<file path="config.mk">
export PLATFORM = sky130hd
export DESIGN_NAME = unsigned_radix_to_ascii_core
export DESIGN_NICKNAME = d
export VERILOG_FILES = /design/src/rtl/urta_pkg.sv /design/src/rtl/urta_divider.sv /design/src/rtl/urta_digit_stack.sv /design/src/rtl/unsigned_radix_to_ascii_core.sv
export SDC_FILE = /design/constraint.sdc
export NUM_CORES = 1
export LEC_CHECK = 0
export ABC_CLOCK_PERIOD_IN_PS = 15350
export BUFFER_PORTS_ARGS = -buffer_cell sky130_fd_sc_hd__buf_2
export CORE_MARGIN = 3
export CORE_UTILIZATION = 41
export CTS_BUF_LIST = sky130_fd_sc_hd__clkbuf_2
export DETAILED_ROUTE_END_ITERATION = 16
export GPL_TIMING_DRIVEN = 0
export PLACE_DENSITY_LB_ADDON = 0.05
export SKIP_CTS_REPAIR_TIMING = 1
export SLEW_MARGIN = 5
export SYNTH_ARGS = -nofsm -noshare
export SYNTH_HDL_FRONTEND = slang
export SYNTH_SLANG_ARGS = --single-unit
</file>
<file path="constraint.sdc">
create_clock -name i_clk -period 15.35 [get_ports i_clk]
set_input_delay 0.7675 -clock i_clk [delete_from_list [all_inputs] [get_ports i_clk]]
set_output_delay 0.7675 -clock i_clk [all_outputs]
set_load 0.1 [all_outputs]
</file>
<file path="src/rtl/urta_pkg.sv">
// ============================================================================
// Radix-to-ASCII converter package
// Shared widths, register codes, reset values and helper functions for the
// unsigned radix-to-ASCII converter.
// ============================================================================
package urta_pkg;

    localparam int VALUE_WIDTH_DEF = 32;
    localparam int MAX_DIGITS_DEF  = 32;

    localparam int RADIX_W    = 5;
    localparam int DIGIT_W    = 4;
    localparam int CHAR_W     = 8;
    localparam int COUNT_W    = 6;
    localparam int CFG_IDX_W  = 2;
    localparam int CFG_DATA_W = 64;

    // Dividend bits consumed by the divider in one cycle.
    localparam int STEP_BITS = 8;

    localparam logic [RADIX_W-1:0]    RADIX_MIN        = 5'd2;
    localparam logic [RADIX_W-1:0]    RADIX_MAX        = 5'd16;
    localparam logic [RADIX_W-1:0]    RADIX_RESET      = 5'd16;
    localparam logic [CFG_DATA_W-1:0] CHARS_LOW_RESET  = 64'h3736_3534_3332_3130;
    localparam logic [CFG_DATA_W-1:0] CHARS_HIGH_RESET = 64'h6665_6463_6261_3938;

    typedef enum logic [CFG_IDX_W-1:0] {
        CFG_RADIX      = 2'd0,
        CFG_CHARS_LOW  = 2'd1,
        CFG_CHARS_HIGH = 2'd2
    } t_cfg_index;

    typedef struct packed {
        logic               done;
        logic [DIGIT_W-1:0] remainder;
    } t_div_status;

    // Out-of-range radix settings saturate to the nearest legal base.
    function automatic logic [RADIX_W-1:0] eff_radix(input logic [RADIX_W-1:0] r);
        logic [RADIX_W-1:0] res;
        res = r;
        if (r < RADIX_MIN) begin
            res = RADIX_MIN;
        end else if (r > RADIX_MAX) begin
            res = RADIX_MAX;
        end
        return res;
    endfunction

    function automatic logic [CHAR_W-1:0] char_of_digit(
        input logic [CFG_DATA_W-1:0] lo,
        input logic [CFG_DATA_W-1:0] hi,
        input logic [DIGIT_W-1:0]    d
    );
        logic [CFG_DATA_W-1:0] sel;
        sel = d[DIGIT_W-1] ? hi : lo;
        return sel[{d[DIGIT_W-2:0], 3'b000} +: CHAR_W];
    endfunction

endpackage

</file>
<file path="src/rtl/urta_divider.sv">
// ============================================================================
// Iterative divide-by-radix unit
// Divides the value by a radix of 2 to 16, eight quotient bits per cycle,
// and reports the quotient and the remainder digit with a done pulse.
// ============================================================================
module urta_divider #(
    parameter int VALUE_WIDTH = urta_pkg::VALUE_WIDTH_DEF
) (
    input  logic                         i_clk,
    input  logic                         i_rst_n,
    input  logic                         i_start,
    input  logic [VALUE_WIDTH-1:0]       i_dividend,
    input  logic [urta_pkg::RADIX_W-1:0] i_divisor,
    output logic [VALUE_WIDTH-1:0]       o_quotient,
    output urta_pkg::t_div_status        o_status
);

    localparam int STEPS      = (VALUE_WIDTH + urta_pkg::STEP_BITS - 1) / urta_pkg::STEP_BITS;
    localparam int PAD_W      = STEPS * urta_pkg::STEP_BITS;
    localparam int STEP_CNT_W = (STEPS > 1) ? $clog2(STEPS) : 1;
    localparam logic [STEP_CNT_W-1:0] LAST_STEP = STEP_CNT_W'(STEPS - 1);

    logic [PAD_W-1:0]                   r_work;
    logic [PAD_W-1:0]                   n_work;
    logic [urta_pkg::DIGIT_W-1:0]       r_rem;
    logic [urta_pkg::DIGIT_W-1:0]       n_rem;
    logic [urta_pkg::RADIX_W-1:0]       r_divisor;
    logic [STEP_CNT_W-1:0]              r_cnt;
    logic                               r_busy;
    logic                               r_done;
    logic [urta_pkg::STEP_BITS-1:0]     w_qbits;

    always_comb begin
        logic [urta_pkg::DIGIT_W:0] part;
        logic [urta_pkg::DIGIT_W-1:0] rem;
        rem     = r_rem;
        w_qbits = '0;
        for (int i = 0; i < urta_pkg::STEP_BITS; i++) begin
            part = {rem, r_work[PAD_W-1-i]};
            if (part >= r_divisor) begin
                part = part - r_divisor;
                w_qbits[urta_pkg::STEP_BITS-1-i] = 1'b1;
            end
            rem = part[urta_pkg::DIGIT_W-1:0];
        end
        n_rem  = rem;
        n_work = (r_work << urta_pkg::STEP_BITS) | PAD_W'(w_qbits);
    end

    always_ff @(posedge i_clk) begin
        if (!i_rst_n) begin
            r_busy <= 1'b0;
            r_done <= 1'b0;
            r_cnt  <= '0;
        end else begin
            r_done <= 1'b0;
            if (i_start) begin
                r_busy <= 1'b1;
                r_cnt  <= '0;
            end else if (r_busy) begin
                if (r_cnt == LAST_STEP) begin
                    r_busy <= 1'b0;
                    r_done <= 1'b1;
                end else begin
                    r_cnt <= r_cnt + 1'b1;
                end
            end
        end
    end

    always_ff @(posedge i_clk) begin
        if (i_start) begin
            r_work    <= PAD_W'(i_dividend);
            r_rem     <= '0;
            r_divisor <= i_divisor;
        end else if (r_busy) begin
            r_work <= n_work;
            r_rem  <= n_rem;
        end
    end

    assign o_quotient         = r_work[VALUE_WIDTH-1:0];
    assign o_status.done      = r_done;
    assign o_status.remainder = r_rem;

endmodule

</file>
<file path="src/rtl/urta_digit_stack.sv">
// ============================================================================
// Digit stack
// Holds the digits of one value in last-in first-out order, so that digits
// found least significant first leave most significant first.
// ============================================================================
module urta_digit_stack #(
    parameter int MAX_DIGITS = urta_pkg::MAX_DIGITS_DEF
) (
    input  logic                         i_clk,
    input  logic                         i_push,
    input  logic [urta_pkg::DIGIT_W-1:0] i_digit,
    input  logic                         i_pop,
    output logic [urta_pkg::DIGIT_W-1:0] o_top
);

    logic [urta_pkg::DIGIT_W-1:0] r_stk [MAX_DIGITS];

    always_ff @(posedge i_clk) begin
        if (i_push) begin
            r_stk[0] <= i_digit;
            for (int i = 1; i < MAX_DIGITS; i++) begin
                r_stk[i] <= r_stk[i-1];
            end
        end else if (i_pop) begin
            for (int i = 0; i < MAX_DIGITS - 1; i++) begin
                r_stk[i] <= r_stk[i+1];
            end
        end
    end

    assign o_top = r_stk[0];

endmodule

</file>
<file path="src/rtl/unsigned_radix_to_ascii_core.sv">
// Each digit costs one full pass of the divider, and the first character leaves only after
// the last digit is found; then one character leaves per cycle while the output is not
// stalled. A new request is taken once the last character is loaded.
// Reset is synchronous and active low; registers return to radix 16 and "0123456789abcdef".
// ============================================================================
// Unsigned radix-to-ASCII converter
// Splits an unsigned value into digits of a configurable radix with a shared
// iterative divider and emits one table character per digit, most
// significant first, flagging the last one with the digit count.
// ============================================================================
module unsigned_radix_to_ascii_core #(
    parameter int VALUE_WIDTH = urta_pkg::VALUE_WIDTH_DEF,
    parameter int MAX_DIGITS  = urta_pkg::MAX_DIGITS_DEF
) (
    input  logic                            i_clk,
    input  logic                            i_rst_n,
    input  logic                            i_cfg_valid,
    output logic                            o_cfg_ready,
    input  logic [urta_pkg::CFG_IDX_W-1:0]  i_cfg_index,
    input  logic [urta_pkg::CFG_DATA_W-1:0] i_cfg_data,
    input  logic                            i_valid,
    output logic                            o_ready,
    input  logic [VALUE_WIDTH-1:0]          i_number,
    output logic                            o_valid,
    input  logic                            i_ready,
    output logic [urta_pkg::CHAR_W-1:0]     o_character,
    output logic                            o_last_digit,
    output logic [urta_pkg::COUNT_W-1:0]    o_digit_count
);

    localparam int CNT_W = $clog2(MAX_DIGITS + 1);
    localparam logic [CNT_W-1:0] MAX_CNT = CNT_W'(MAX_DIGITS);
    localparam logic [CNT_W-1:0] ONE_CNT = CNT_W'(1);

    typedef enum logic [1:0] {
        S_IDLE,
        S_DIV,
        S_EMIT
    } t_state;

    t_state                          r_state;
    logic [urta_pkg::RADIX_W-1:0]    r_radix;
    logic [urta_pkg::CFG_DATA_W-1:0] r_chars_low;
    logic [urta_pkg::CFG_DATA_W-1:0] r_chars_high;
    logic [CNT_W-1:0]                r_n;
    logic [CNT_W-1:0]                n_n;
    logic [CNT_W-1:0]                r_left;
    logic                            r_out_valid;
    logic [urta_pkg::CHAR_W-1:0]     r_char;
    logic                            r_last;
    logic [urta_pkg::COUNT_W-1:0]    r_count;

    logic                            w_accept;
    logic                            w_cfg_accept;
    logic                            w_div_start;
    logic [VALUE_WIDTH-1:0]          w_dividend;
    logic [VALUE_WIDTH-1:0]          w_quotient;
    urta_pkg::t_div_status           w_div_stat;
    logic                            w_div_end;
    logic                            w_push;
    logic                            w_load;
    logic [urta_pkg::DIGIT_W-1:0]    w_top;

    assign o_ready      = (r_state == S_IDLE);
    assign o_cfg_ready  = 1'b1;
    assign w_accept     = i_valid && o_ready;
    assign w_cfg_accept = i_cfg_valid && o_cfg_ready;

    assign w_div_end   = (r_state == S_DIV) && w_div_stat.done;
    assign w_div_start = w_accept || (w_div_end && (|w_quotient));
    assign w_dividend  = (r_state == S_IDLE) ? i_number : w_quotient;
    assign w_push      = w_div_end && (r_n < MAX_CNT);
    assign n_n         = w_push ? CNT_W'(r_n + 1'b1) : r_n;
    assign w_load      = (r_state == S_EMIT) && (!r_out_valid || i_ready);

    urta_divider #(
        .VALUE_WIDTH(VALUE_WIDTH)
    ) u_divider (
        .i_clk      (i_clk),
        .i_rst_n    (i_rst_n),
        .i_start    (w_div_start),
        .i_dividend (w_dividend),
        .i_divisor  (urta_pkg::eff_radix(r_radix)),
        .o_quotient (w_quotient),
        .o_status   (w_div_stat)
    );

    urta_digit_stack #(
        .MAX_DIGITS(MAX_DIGITS)
    ) u_stack (
        .i_clk   (i_clk),
        .i_push  (w_push),
        .i_digit (w_div_stat.remainder),
        .i_pop   (w_load),
        .o_top   (w_top)
    );

    always_ff @(posedge i_clk) begin
        if (!i_rst_n) begin
            r_state      <= S_IDLE;
            r_radix      <= urta_pkg::RADIX_RESET;
            r_chars_low  <= urta_pkg::CHARS_LOW_RESET;
            r_chars_high <= urta_pkg::CHARS_HIGH_RESET;
            r_n          <= '0;
            r_left       <= '0;
            r_out_valid  <= 1'b0;
            r_char       <= '0;
            r_last       <= 1'b0;
            r_count      <= '0;
        end else begin
            if (w_cfg_accept) begin
                case (i_cfg_index)
                    urta_pkg::CFG_RADIX: begin
                        r_radix <= i_cfg_data[urta_pkg::RADIX_W-1:0];
                    end
                    urta_pkg::CFG_CHARS_LOW: begin
                        r_chars_low <= i_cfg_data;
                    end
                    urta_pkg::CFG_CHARS_HIGH: begin
                        r_chars_high <= i_cfg_data;
                    end
                    default: begin
                    end
                endcase
            end

            if (r_out_valid && i_ready && !w_load) begin
                r_out_valid <= 1'b0;
            end

            case (r_state)
                S_IDLE: begin
                    if (w_accept) begin
                        r_n     <= '0;
                        r_state <= S_DIV;
                    end
                end
                S_DIV: begin
                    if (w_div_end) begin
                        r_n <= n_n;
                        if (!(|w_quotient)) begin
                            r_left  <= n_n;
                            r_state <= S_EMIT;
                        end
                    end
                end
                S_EMIT: begin
                    if (w_load) begin
                        r_out_valid <= 1'b1;
                        r_char      <= urta_pkg::char_of_digit(r_chars_low, r_chars_high,
                                                               w_top);
                        r_last      <= (r_left == ONE_CNT);
                        r_count     <= (r_left == ONE_CNT) ? urta_pkg::COUNT_W'(r_n) : '0;
                        r_left      <= r_left - 1'b1;
                        if (r_left == ONE_CNT) begin
                            r_state <= S_IDLE;
                        end
                    end
                end
                default: begin
                    r_state <= S_IDLE;
                end
            endcase
        end
    end

    assign o_valid       = r_out_valid;
    assign o_character   = r_char;
    assign o_last_digit  = r_last;
    assign o_digit_count = r_count;

    a_count_bound: assert property (@(posedge i_clk) disable iff (!i_rst_n)
        r_n <= MAX_CNT)
        else $error("Digit count exceeds the stack depth.");

    a_emit_left: assert property (@(posedge i_clk) disable iff (!i_rst_n)
        (r_state == S_EMIT) |-> (r_left != '0) && (r_left <= r_n))
        else $error("Remaining digit count is out of range during emission.");

    a_done_in_div: assert property (@(posedge i_clk) disable iff (!i_rst_n)
        w_div_stat.done |-> (r_state == S_DIV))
        else $error("Divider finished outside the divide state.");

    a_hold_left: assert property (@(posedge i_clk) disable iff (!i_rst_n)
        (r_state == S_EMIT && r_out_valid && !i_ready) |=> (r_left == $past(r_left)))
        else $error("A digit was popped while the output was stalled.");

    a_count_on_last: assert property (@(posedge i_clk) disable iff (!i_rst_n)
        (o_valid && !o_last_digit) |-> (o_digit_count == '0))
        else $error("Digit count is nonzero on a digit that is not the last.");

endmodule

</file>
**Word level (Yosys, flattened, before mapping)**

Memories as Yosys holds them, arrays and structs flattened.
Cells that the tools add are included.

- Add/sub/neg operators: 11
- Eq/ne operators: 12
- Mux-type cells: 79
- Bitwise operators: 35
- Shift-type cells: 1
- Order comparisons: 11
- Reduce and logical (&&, ||, !) cells: 29

Operators with widths:

| kind | count |
|---|---|
| $mux W4 | 39 |
| $mux W32 | 3 |
| $mux W64 | 1 |
| $shiftx A64 B7 Y8 | 1 |
| $mux W6 | 7 |
| $ge A5 B5 Y1 | 8 |
| $or A32 B8 Y32 | 1 |
| $reduce_or A32 Y1 | 1 |
| $sub A4 B4 Y4 | 8 |
| $or A1 B1 Y1 | 31 |
| $pmux W6 S2 | 2 |
| $mux W1 | 20 |
| $reduce_and A2 Y1 | 6 |
| $mux W2 | 5 |
| $ne A2 B2 Y1 const B | 4 |
| $logic_and A1 B1 Y1 | 7 |
| $add A6 B1 Y6 const B | 1 |
| $eq A2 B2 Y1 const B | 3 |
| $eq A6 B1 Y1 const B | 1 |
| $lt A6 B6 Y1 const B | 1 |
| $pmux W2 S3 | 1 |
| $reduce_bool A2 Y1 | 3 |
| $sub A6 B1 Y6 const B | 1 |
| $gt A5 B5 Y1 const B | 1 |
| 14 further kinds | 22 |

- Logic and storage cells: 196
- Register bits after elaboration: 208
- Input bits: 103
- Memories kept: 1
- Output and inout bits: 18
- RAM bits: 128

Memories:

| memory | depth | width | read ports | clocked after Yosys merged registers in | write ports | RTL line | RTL |
|---|---|---|---|---|---|---|---|
| u_stack.r_stk | 32 | 4 | 32 | 0 | 32 | urta_digit_stack.sv:16 | `logic [urta_pkg::DIGIT_W-1:0] r_stk [MAX_DIGITS];` |

**Logic depth before layout (Yosys ltp)**

- Word-level depth: 19
- Gate-level depth with buffers: 51
- Mapped depth without buffers: 51

**Cells and area by module**

A second synthesis with hierarchy kept.

- Cells, all modules: 1494
- Area total of the unflattened synthesis: 17151.4 um2

By module, submodules not included:

| module | instances | cells each | area each (um2) | sequential area each (um2) |
|---|---|---|---|---|
| unsigned_radix_to_ascii_core | 1 | 872 | 7727.4 | 3263.1 |
| urta_digit_stack | 1 | 272 | 5744.3 | 3843.7 |
| urta_divider | 1 | 350 | 3679.8 | 1271.2 |

**Least setup slack after synthesis**

No wires, ideal clock.

- Path type: flip-flop to flip-flop
- From: register u_divider.r_divisor[1] (netlist name)
- To: register u_divider.r_work[0] (netlist: u_divider.o_quotient[0]), data pin
- Setup time: 262 ps
- Clock period less this slack: 10733 ps
- Path buffers: 0
- Arrival: 10471 ps
- Path slack: 4617 ps
- Cell stages (with the launch flop): 45
- Required time: 15088 ps
- Cells stage by stage: edfxtp_1 inv_1 ha_1 nor2b_1 o31a_1 o31a_1 nor2_4 mux2i_1 inv_1 ha_1 o21a_1 o31a_1 o22ai_2 mux2_2 inv_2 ha_1 nor2b_1 o31a_1 (+9 left out) a211oi_2 ha_1 nor2b_1 o31a_1 o22ai_2 mux2i_1 inv_1 ha_1 a21o_1 a31oi_1 o21ai_1 inv_1 mux2i_1 ha_1 a21o_1 a31oi_1 o21ai_1 mux2_1

- Cells in the longest elaborated chain, start to end: 19
- Elaborated cells between the ends (all ways): 26
- Those cells by class: add/sub: 7; order compare: 8; mux: 10; bitwise: 1

RTL lines:

| what | RTL line | RTL |
|---|---|---|
| from (decl) | urta_divider.sv:27 | `logic [urta_pkg::RADIX_W-1:0] r_divisor;` |
| from (signal assigned) | urta_divider.sv:75 | `r_divisor <= i_divisor;` |
| $sub A4 B4 Y4 / $ge A5 B5 Y1 (equally long branches) | urta_divider.sv:41, urta_divider.sv:40 |  |
| $mux W4 | urta_divider.sv:40 | `if (part >= r_divisor) begin` |
| $sub A4 B4 Y4 / $ge A5 B5 Y1 (equally long branches) | urta_divider.sv:41, urta_divider.sv:40 |  |
| $mux W4 | urta_divider.sv:40 |  |
| $sub A4 B4 Y4 / $ge A5 B5 Y1 (equally long branches) | urta_divider.sv:41, urta_divider.sv:40 |  |
| $mux W4 | urta_divider.sv:40 |  |
| $ge A5 B5 Y1 / $sub A4 B4 Y4 (equally long branches) | urta_divider.sv:40, urta_divider.sv:41 |  |
| $mux W4 | urta_divider.sv:40 |  |
| (+3 left out) | - |  |
| $mux W4 | urta_divider.sv:40 |  |
| $sub A4 B4 Y4 / $ge A5 B5 Y1 (equally long branches) | urta_divider.sv:41, urta_divider.sv:40 |  |
| $mux W4 | urta_divider.sv:40 |  |
| $ge A5 B5 Y1 (*) | urta_divider.sv:40 |  |
| $mux W1 (*) | urta_divider.sv:40 |  |
| $or A32 B8 Y32 (*) | urta_divider.sv:47 | `n_work = (r_work << urta_pkg::STEP_BITS) \| PAD_W'(w_qbits);` |
| $mux W32 (*) | urta_divider.sv:76 | `end else if (r_busy) begin` |
| $mux W32 (*) | urta_divider.sv:72 | `if (i_start) begin` |
| to (signal assigned) | urta_divider.sv:73 | `r_work <= PAD_W'(i_dividend);` |
| to (signal assigned) | urta_divider.sv:77 | `r_work <= n_work;` |
| to (decl) | urta_divider.sv:23 | `logic [PAD_W-1:0] r_work;` |

Mark *: on every way between the ends. The rest lies on a longest branch, timed or not. The select of a mux whose other input is x is not followed.
A chain may end at the register's enable or synchronous reset.

**Worst setup path in the final report**

- From: register u_divider.r_divisor[1] (netlist name)
- To: register u_divider.r_rem[1] (netlist name)

- Cells in the longest elaborated chain, start to end: 16
- Elaborated cells between the ends (all ways): 24
- Those cells by class: add/sub: 8; order compare: 8; mux: 8

RTL lines:

| what | RTL line | RTL |
|---|---|---|
| $sub A4 B4 Y4 / $ge A5 B5 Y1 (equally long branches) | urta_divider.sv:41, urta_divider.sv:40 |  |
| $mux W4 | urta_divider.sv:40 |  |
| $sub A4 B4 Y4 / $ge A5 B5 Y1 (equally long branches) | urta_divider.sv:41, urta_divider.sv:40 |  |
| $mux W4 | urta_divider.sv:40 |  |
| $sub A4 B4 Y4 / $ge A5 B5 Y1 (equally long branches) | urta_divider.sv:41, urta_divider.sv:40 |  |
| $mux W4 | urta_divider.sv:40 |  |
| $ge A5 B5 Y1 / $sub A4 B4 Y4 (equally long branches) | urta_divider.sv:40, urta_divider.sv:41 |  |
| $mux W4 | urta_divider.sv:40 |  |
| $sub A4 B4 Y4 / $ge A5 B5 Y1 (equally long branches) | urta_divider.sv:41, urta_divider.sv:40 |  |
| $mux W4 | urta_divider.sv:40 |  |
| $sub A4 B4 Y4 / $ge A5 B5 Y1 (equally long branches) | urta_divider.sv:41, urta_divider.sv:40 |  |
| $mux W4 | urta_divider.sv:40 |  |
| $ge A5 B5 Y1 / $sub A4 B4 Y4 (equally long branches) | urta_divider.sv:40, urta_divider.sv:41 |  |
| $mux W4 | urta_divider.sv:40 |  |
| $sub A4 B4 Y4 / $ge A5 B5 Y1 (equally long branches) | urta_divider.sv:41, urta_divider.sv:40 |  |
| $mux W4 (*) | urta_divider.sv:40 |  |
| to (signal assigned) | urta_divider.sv:78 | `r_rem <= n_rem;` |
| to (decl) | urta_divider.sv:25 | `logic [urta_pkg::DIGIT_W-1:0] r_rem;` |

Mark *: on every way between the ends. The rest lies on a longest branch, timed or not.

==> metrics.txt <==
flip-flop and latch count after synthesis=around 340; RSZ-0062 raised after global routing=no; number of flops mapped to enable cells by yosys=around 170; Yosys top cell area share=a little under a third; dpl cells=about 2200; Crit-path slowest cell=edfxtp_1; remaining antenna violation count=0; Die X=between 200 and 250 um; crit path kind=register to register; Initial Utilization=between 40% and 50%; Fillers=around 3800; Post-DP Area=about 17000 sq um; sequential area share after synthesis=a little over half; Post-route DRC=0; Crit path largest cell delay=0.69 ns; worst hold path class=input pin to register; RD Place Congestion=0.845; Worst-Skew Late Latency=roughly 0.96 ns; total gr overflow=0; CTS tree=yes; setup TNS=0 ns; RR Endpoint=u_divider.r_rem[1]; Slew @ Worst Pin=about 1 ns; Max-Slew Margin vs Limit=between 30% and 40%; CTS Buf Count=88; Leak Pwr=7.19 nW; Syn Nets=roughly 1700; period utilization=roughly 83%; maximum vdd drop=0.294 mV; vias in the first global route=12100; Port Buf Inserts=roughly 120; post-DP HPWL=around 30000 um; Chip Height=203 um; largest fanout on the critical path=10; Net count, final=1987; crit start category=register; via count=~12000; post-route cell area=roughly 19000 sq um; Hold Violations, Final=0; clk_skew=0.0376 ns; Fmax=roughly 79 MHz; post-synth top area cell=edfxtp_1; htree depth=3; pre-CTS setup slack=between 2 and 3 ns; largest net degree at the start of global routing=25; ranking of synthesized cells by area=edfxtp_1, dfxtp_1, nand2_1, mux4_2, mux2_1; CP dominant cell by count=ha_1; max-cap viol count=0; min Tclk post-route=12.73 ns; clock slew at reported path FFs=approximately 0.10 ns; synth-to-layout area growth=16.7%; Critical Path RT=around 16 ns; async set-reset flop share out of synthesis=0%; CTS max path bufs=3; syn avg cell area=10.1 sq um; die area=between 40000 and 50000 sq um; Non-Filler Instances=~2400; Total Power=between 3 and 4 mW; Crit. End Element=register; initial antenna violation count=1; share of layout cells above drive strength 1=approximately a fifth; CTS root buffer=clkbuf_2; Core Rows=71; Netlist cell types=between 60 and 70; initial drt markers=745; Final Util=around half; Worst Setup EP=u_divider.r_rem[1]; worst r2r src=u_divider.r_divisor[1]; Cells after Synth=approximately 1600; vias per cell=about 5.1; # IOs=~120; Top FF cell, synth=dfxtp_1; Final WS setup=roughly 2.6 ns; drt first pass iters=5; Setup-failing EPs final=0; worst path arrival time=13.54 ns; CP startpoint=u_divider.r_divisor[1]; mapped cell area=approximately 16000 sq um; Post-Route WL=roughly 42000 um; average wire per cell in the routed design=~17 um; max-slew violations=0; core area=37900 sq um; first-pass GRT wire length=between 60000 and 70000 um; YS warnings=0; Hold WS=0.0530 ns; r2r setup slk=2.62 ns; status=completed; PwrDens=186 nW/um^2; CTS Sinks=336; Total GRT Usage=20.3%; R2R cell count=46
-- power by group --
group / total (mW) / internal, mW / switching, mW
clock: 0.622 / 0.252 / 0.370
sequential: 1.02 / 0.997 / 0.0269
combinational: 1.79 / 0.809 / 0.981
total: 3.44 / 2.06 / 1.38
-- how the worst min path moves through the flow --
stage | from | to | slack, ns | cells past startpoint
after floorplan | u_stack.r_stk[30][0] | u_stack.r_stk[31][0] | 0.42 | 0
after CTS | i_cfg_data[30] | r_chars_high[30] | -0.1 | 3
final | i_cfg_data[25] | r_chars_high[25] | 0.05 | 3
after detailed placement | u_stack.r_stk[30][3] | u_stack.r_stk[31][3] | 0.43 | 0
after global placement | u_stack.r_stk[30][3] | u_stack.r_stk[31][3] | 0.43 | 0
after global routing | i_number[12] | u_divider.o_quotient[12] | -0.001 | 2
-- per-layer routing --
metal	vias to the layer above	global-route usage (%)	routed length, um	share of wire, %
met5	-	0	0	0
met4	0	6.93	930	2.2
met3	73	4.22	2010	4.8
met2	291	34.2	20500	49
met1	5795	26.2	18500	44
li1	6048	-	-	-
-- sequential cells by signal, summed over array words and instances (netlist names) --
signal,cells
u_stack.r_stk,128
r_chars_high,64
r_chars_low,64
u_divider.o_quotient,32
o_character,8
o_digit_count,6
r_left,6
r_n,6
r_radix,5
u_divider.r_divisor,5
u_divider.r_rem,4
r_state,2
u_divider.r_cnt,2
o_last_digit,1
o_valid,1
u_divider.r_busy,1
u_divider.r_done,1
-- kinds of logic after synthesis --
kind of cell,share of synthesized area [%]
other cells,0.0236
fa+ha+maj,4.48
flops,52.8
buf+inv,3.09
mux,12.8
simple gates,18.2
compound gates,7.61
xor+xnor,0.939
-- critical path, delay by kind of cell (launching register included) --
family | cells | cell delay [ns]
AO/OA/AOI/OAI | 20 | 5.04
multiplexers | 8 | 2.77
adder cells (fa/ha/maj) | 8 | 2.49
buffers and inverters | 5 | 0.84
AND/OR/NAND/NOR | 5 | 0.74
flip-flops | 1 | 0.69
-- area by class of cell --
type | instances | area, sq um | share of cell area, %
well taps | 511 | 639 | 3.45
flip-flops and latches | 336 | 8380 | 45.3
plain buffers | 90 | 359 | 1.94
repair buffers | 169 | 1190 | 6.43
clock inverters | 17 | 100 | 0.541
clock buffers | 138 | 691 | 3.73
diodes | 3 | 7.51 | 0.0405
inverters | 35 | 131 | 0.710
multi-input cells | 1112 | 7020 | 37.9
-- cell usage after synthesis, types with 9 or more instances --
| cell type | n |
|---|---|
| inv_1 | 32 |
| buf_2 | 14 |
| xnor2_1 | 12 |
| mux2i_1 | 16 |
| buf_1 | 9 |
| o21ai_1 | 15 |
| nor3_1 | 12 |
| nand2_1 | 526 |
| clkbuf_1 | 66 |
| o21a_1 | 13 |
| mux2_1 | 50 |
| mux4_2 | 40 |
| nand3_1 | 64 |
| o21ai_0 | 9 |
| mux2_2 | 36 |
| dfxtp_1 | 171 |
| a21oi_1 | 110 |
| ha_1 | 44 |
| nor2_1 | 47 |
| edfxtp_1 | 165 |
-- cell usage in the layout, fill, tap and decap left out, types with 5 or more instances in the layout --
master and count:
nand2_1 526, dfxtp_1 171, edfxtp_1 165, clkbuf_2 138
buf_2 132, a21oi_1 110, clkbuf_1 66, nand3_1 64
mux2_1 50, nor2_1 47, dlygate4sd3_1 45, ha_1 44
mux4_2 40, mux2_2 36, inv_1 32, mux2i_1 16
o21ai_1 14, o21a_1 13, nor3_1 12, xnor2_1 12
clkinv_1 11, buf_1 9, nor2b_1 8, nor4_1 8
o21ai_0 8, fa_1 8, nand4_1 7, a22oi_1 7
nand2b_1 6, a21o_1 6, nor3b_1 5, o31a_1 5
xor2_1 5, a31oi_1 5
No activity file was read; power rests on OpenSTA's default activity.
